File: src/ilha_pkg.sv
// shared types and constants for the implicit-list heap allocator
// no dependencies

package ilha_pkg;

    localparam int NUM_UNITS_DEF  = 1024;
    localparam int HEAP_UNITS_W   = 11;
    localparam int HEAP_UNITS_RST = 1024;
    localparam int MODE_W         = 2;
    localparam int BYTES_W        = 15;
    localparam int UNIT_FIELD_W   = 10;
    localparam int UNIT_BYTES     = 16;
    localparam int UNIT_SHIFT     = 4;
    localparam int HDR_OVERHEAD   = 8;
    localparam int NEED_W         = 12;

    localparam logic [MODE_W-1:0] MODE_ALLOC  = 2'd0;
    localparam logic [MODE_W-1:0] MODE_FREE   = 2'd1;
    localparam logic [MODE_W-1:0] MODE_FORMAT = 2'd2;

    localparam logic STATUS_OK   = 1'b0;
    localparam logic STATUS_FAIL = 1'b1;

    typedef struct packed {
        logic [MODE_W-1:0]       mode;
        logic [BYTES_W-1:0]      request_bytes;
        logic [UNIT_FIELD_W-1:0] free_unit;
    } req_t;

    typedef struct packed {
        logic                    status;
        logic [UNIT_FIELD_W-1:0] block_unit;
    } rsp_t;

    typedef struct packed {
        logic ge;
        logic eq;
    } alu_flags_t;

endpackage

File: src/ilha_alu.sv
// shared adder and magnitude comparator used by every walk step
// depends on ilha_pkg

module ilha_alu #(
    parameter int W = 12
) (
    input  logic [W-1:0]            add_a,
    input  logic [W-1:0]            add_b,
    input  logic [W-1:0]            cmp_a,
    input  logic [W-1:0]            cmp_b,
    output logic [W-1:0]            sum,
    output logic [W-1:0]            diff,
    output ilha_pkg::alu_flags_t    flags
);

    import ilha_pkg::*;

    assign sum      = add_a + add_b;
    assign diff     = cmp_a - cmp_b;
    assign flags.ge = (cmp_a >= cmp_b);
    assign flags.eq = (cmp_a == cmp_b);

endmodule

File: config.mk
export PLATFORM = sky130hd
export DESIGN_NAME = ilha_alu
export DESIGN_NICKNAME = d
export VERILOG_FILES = /design/src/ilha_pkg.sv /design/src/ilha_alu.sv
export SDC_FILE = /design/constraint.sdc
export NUM_CORES = 1
export LEC_CHECK = 0
export BUFFER_PORTS_ARGS = -buffer_cell sky130_fd_sc_hd__clkbuf_2
export CORE_ASPECT_RATIO = 1.2
export CORE_UTILIZATION = 35
export DETAILED_ROUTE_END_ITERATION = 10
export PLACE_DENSITY = 0.67
export SETUP_SLACK_MARGIN = 0.3
export SYNTH_ARGS = -nofsm -noshare
export SYNTH_HDL_FRONTEND = slang
export SYNTH_SLANG_ARGS = --single-unit
File: constraint.sdc
create_clock -name vclk -period 2.95
set_input_delay 0.59 -clock vclk [all_inputs]
set_output_delay 0.59 -clock vclk [all_outputs]
set_load 0.005 [all_outputs]
==> results of run 1 <==
## kinds of logic after synthesis
group,count (synthesis),share of synthesized area (%)
adder cells (fa/ha/maj),25,28.5
buffers and inverters,21,6.86
XOR/XNOR,16,12.2
AND/OR/NAND/NOR,50,23.6
AO/OA/AOI/OAI,49,28.8
## through the flow
stage	hold slack, ns	utilization, %	worst slack (ns)
after floorplan	1.29	-	0.372
after global placement	1.46	51.0	0.0844
after detailed placement	1.47	51.0	0.0579
after CTS	1.49	53.9	0.120
after global routing	1.47	58.4	0.0991
final	1.45	58.4	0.222
## what timing repair did
item,in CTS,in global routing
endpoints found under the setup margin,7,12
setup buffers,5,2
gates resized for setup,10,33
pin swaps,15,18
gates cloned,0,0
## worst paths after layout
kind	startpoint	endpoint	depth (start not counted)	slack [ns]
worst max-delay path	cmp_a[0]	flags[1]	11	0.22
worst min-delay path	add_b[0]	sum[0]	3	1.45
## layout by cell type (no fill, tap or decap), types with 3 or more instances in the layout
master,Yosys,layout
o21ai_0,8,8
ha_1,23,14
a21oi_1,13,10
xor2_1,4,4
nand3_1,7,7
a31oi_1,3,3
inv_1,21,18
ha_2,0,3
buf_6,0,5
ha_4,0,6
nand2_1,8,8
xnor2_1,12,11
nor3_1,4,3
o21ai_2,2,3
a21o_1,4,4
nor2_1,14,14
clkbuf_2,0,63
o21a_1,4,4
buf_2,0,7
buf_4,0,7
## cell type report
cell class	count	area, µm²	area share, %
inverters	21	81.3	4.52
repair buffers	82	459	25.5
well taps	36	45.0	2.50
multi-input cells	140	1210	67.5
## metal layers
metal / GRT usage, % / routed length (µm)
met2: 31.4 / 1580
met3: 1.64 / 186
met1: 17.5 / 1230
met5: 0 / 0
met4: 1.92 / 38
## worst max-delay path, cell delays in order
cell,delay [ns]
buf_6,0.09
inv_4,0.04
ha_4,0.13
fa_2,0.21
nor2b_2,0.05
o31a_1,0.32
buf_4,0.15
o21ai_2,0.12
a31oi_1,0.09
a211o_1,0.23
clkbuf_2,0.11
## power by group
group          switching (mW)  total [mW]  internal (mW)
clock network               0           0              0
registers                   0           0              0
logic                   0.191       0.402          0.210
total                   0.191       0.402          0.210
==> results.yml, run 1 <==
global_routing:
  gr-total-overflow: 0
  antenna_found_initial: 0
  grt_max_degree: 8
  grt_first_pass_wirelength_mm: 4.48
  grt_pass1_vias: 1209
  track_usage_pct: 15.9
yosys:
  yosysMostFrequentCell: "ha_1"
  synth_common_cells: "ha_1, inv_1, nor2_1"
  synth.top_cell.area_share_pct: 25.0
  syn_avg_cell_area_um2: 7.14
  synth_warnings: 0
  ys_types: 36
  synth_nets: 234
  synth_area_leaders: "ha_1, xnor2_1, inv_1"
  synth.yosys.seq_area_share_pct: 0
  synth.cell_area_um2: 1150
  yosys.area.top_type: "ha_1"
  postSynthCellCount: 161
placement:
  dp_hpwl_mm: 2.47
  dp_cells: 272
  place_congestion: 0.712
  placed_area_um2: 1570
  portBuffers: 74
floorplan:
  core_area_um2: 3080
  initial_core_util_pct: 37.3
  row_count: 22
  die-area_um2: 3520
  dieWidth_um: 54.3
  die_h_um: 64.8
  io_pins: 74
timing:
  rsz0062_at_grt: "true"
  tns_ns: 0
  setup_violations: 0
  slew_violations: 0
  tightest_slew_ns: 0.298
  hold_viol: 0
  relSlewSlack_pct: 80.1
  min_period_ns: 2.73
  period_share_pct: 92.5
  max_freq_mhz: 367
finish:
  layout.area.seq_um2: 0
  seq_cells: 0
  area_growth_pct: 56.6
  stdcell_area_um2: 1800
  fin_cells: 279
  fillerInstances: 314
  diodes: 0
  nClkBuffers: 0
  drive_gt1_share_pct: 47.7
  nNetsFinal: 318
route:
  via_count: 1443
  antenna_violating_nets_post_route: 0
  first_iter_violations: 12
  drc: 0
  viasPerCell: 5.17
  wl_per_cell_um: 10.9
  first_pass_iters: 4
  wl_mm: 3.03
power:
  ir_drop_uv: 121
  power.total_uw: 402
  leakage_nw: 0.942
  power_density_nw_per_um2: 223
setup_path:
  path_class: "input pin to primary output"
  required_ns: 2.36
  start_kind: "input pin"
  crit_fanout: 2
  endpoint_kind: "primary output"
  arrival_ns: 2.14
run:
  maxCapViolCount: 0
clocking:
  cts_hold_buf: 0
outcome:
  status: "finished clean"
worst_hold_path:
  min_path_type: "input pin to primary output"
(Power assumes the default switching activity.)
==> run 2: changes to the inputs <==
ABC_AREA = 1   (was unset)
CORE_ASPECT_RATIO = 1.1   (was 1.2)
PLACE_DENSITY = 0.64   (was 0.67)
==> run 2 against run 1 <==
  * Largest power group unchanged
  * Combinational power shrank 8.0%
  * Utilization shrank 9.0 points
  * Routed wire length grew 14%
==> results.yml, run 2 <==
outcome:
  status: "finished clean"
setup_path:
  path_cells: "clkbuf_2 -> inv_1 -> ha_2 -> fa_2 -> inv_1 -> nand3_1 -> nand3_2 -> nand2_1 -> nand2_1 -> xor2_1 -> clkbuf_2"
  arrival_ns: 1.94
  start_kind: "input pin"
  endpoint_kind: "primary output"
  path_class: "input pin to primary output"
  slowest_delay_ns: 0.36
  crit_fanout: 4
  required_ns: 2.36
  critPathBufInv: 4
  crit_family: "adder cells"
  slowest_stage: "fa_2"
floorplan:
  die-area_um2: 4310
  die_h_um: 68.8
  initial_core_util_pct: 37.6
  row_count: 23
  io_pins: 74
  core_area_um2: 3770
  dieWidth_um: 62.7
placement:
  dp_cells: 394
  dp_hpwl_mm: 3.22
  place_congestion: 0.816
  pre_cts_ws_ns: 0.276
  portBuffers: 74
  placed_area_um2: 1850
finish:
  nClkBuffers: 0
  fin_cells: 394
  layout.area.seq_um2: 0
  nNetsFinal: 419
  diodes: 0
  stdcell_area_um2: 1860
  final_cell_mix: "nand2_1, clkbuf_2, inv_1, ha_1, nand3_1"
  drive_gt1_share_pct: 25.6
  seq_cells: 0
  final_common_cell: "nand2_1"
  fin_util_pct: 49.4
  area_growth_pct: 31.2
timing:
  hold_viol: 0
  relSlewSlack_pct: 80.4
  tns_ns: 0
  period_share_pct: 85.8
  max_freq_mhz: 395
  slew_violations: 0
  setup_violations: 0
  timing.hold.ws_ns: 1.47
  setup_slack_ns: 0.418
  min_period_ns: 2.53
  rsz0062_at_grt: "false"
  tightest_slew_ns: 0.293
global_routing:
  gr-total-overflow: 0
  antenna_found_initial: 0
  grt_max_degree: 7
  grt_first_pass_wirelength_mm: 6.06
  track_usage_pct: 16.6
  grt_pass1_vias: 1594
route:
  drc: 0
  wl_mm: 3.47
  viasPerCell: 4.50
  antenna_violating_nets_post_route: 0
  first_iter_violations: 34
  via_count: 1774
  wl_per_cell_um: 8.80
  first_pass_iters: 4
yosys:
  synth-compound-area-share_pct: 4.50
  postSynthCellCount: 270
  synth_fa_ha_area_share_pct: 23.1
  synth_common_cells: "nand2_1, inv_1, ha_1"
  synthSimpleGateAreaFrac_pct: 49.5
  synth_top_family_by_area: "simple AND/OR/NAND/NOR gates"
  synth.yosys.seq_area_share_pct: 0
  synth_xor_area_share_pct: 6.79
  synth_area_leaders: "nand2_1, ha_1, inv_1"
  synth_mux_area_share_pct: 0
  yosysMostFrequentCell: "nand2_1"
  ys_types: 20
  yosys.area.top_type: "nand2_1"
  synth_warnings: 0
  synth.top_cell.area_share_pct: 27.5
  synth.cell_area_um2: 1420
  synth_nets: 343
  syn_avg_cell_area_um2: 5.26
power:
  power_density_nw_per_um2: 198
  ir_drop_uv: 91.9
  power.total_uw: 370
  leakage_nw: 1.28
clocking:
  cts_hold_buf: 0
  post-cts-setup-buffers: 0
worst_hold_path:
  min_path_type: "input pin to primary output"
run:
  maxCapViolCount: 0
## run 2: routing by layer
layer	wire length, µm	global-route usage (%)	share of wire [%]	vias up
li1	-	-	-	977
met1	1680	20.5	48	751
met2	1640	33.7	47	46
met3	155	0.658	4.5	0
met4	0	0	0	0
met5	0	0	0	-
## run 2: cell families (layout without fill, tap and decap cells)
group                      Yosys count  count (layout)
AOI/OAI and AO/OA                   12              12
and+or+nand+nor                    161             161
xor gates and xnor gates            11              11
buffers and inverters               61             135
adders and majority gates           25              25
## run 2: final timing paths
kind,from,endpoint,depth (start not counted)
min,add_b[0],sum[0],3
max,cmp_a[0],diff[6],11
## run 2: area by class of cell
type	instances	area, µm²
fill	438	1910
inverter	61	229
multi-input combinational	209	1200
tap	50	62.6
timing repair buffer	74	370
## run 2: worst min-delay path, stage by stage
cell	delay, ns
clkbuf_2	0.08
ha_1	0.11
clkbuf_2	0.10
## run 2: where the power goes
group,internal [mW],switching [mW],leakage [nW]
combinational,0.164,0.206,1.28
sequential,0,0,0
clock,0,0,0
total,0.164,0.206,1.28
## run 2: what timing repair did
action                                  4_1_cts  5_1_grt
endpoints found under the setup margin        1        2
gates resized for setup                       1        2
hold endpoints to repair                      0        0
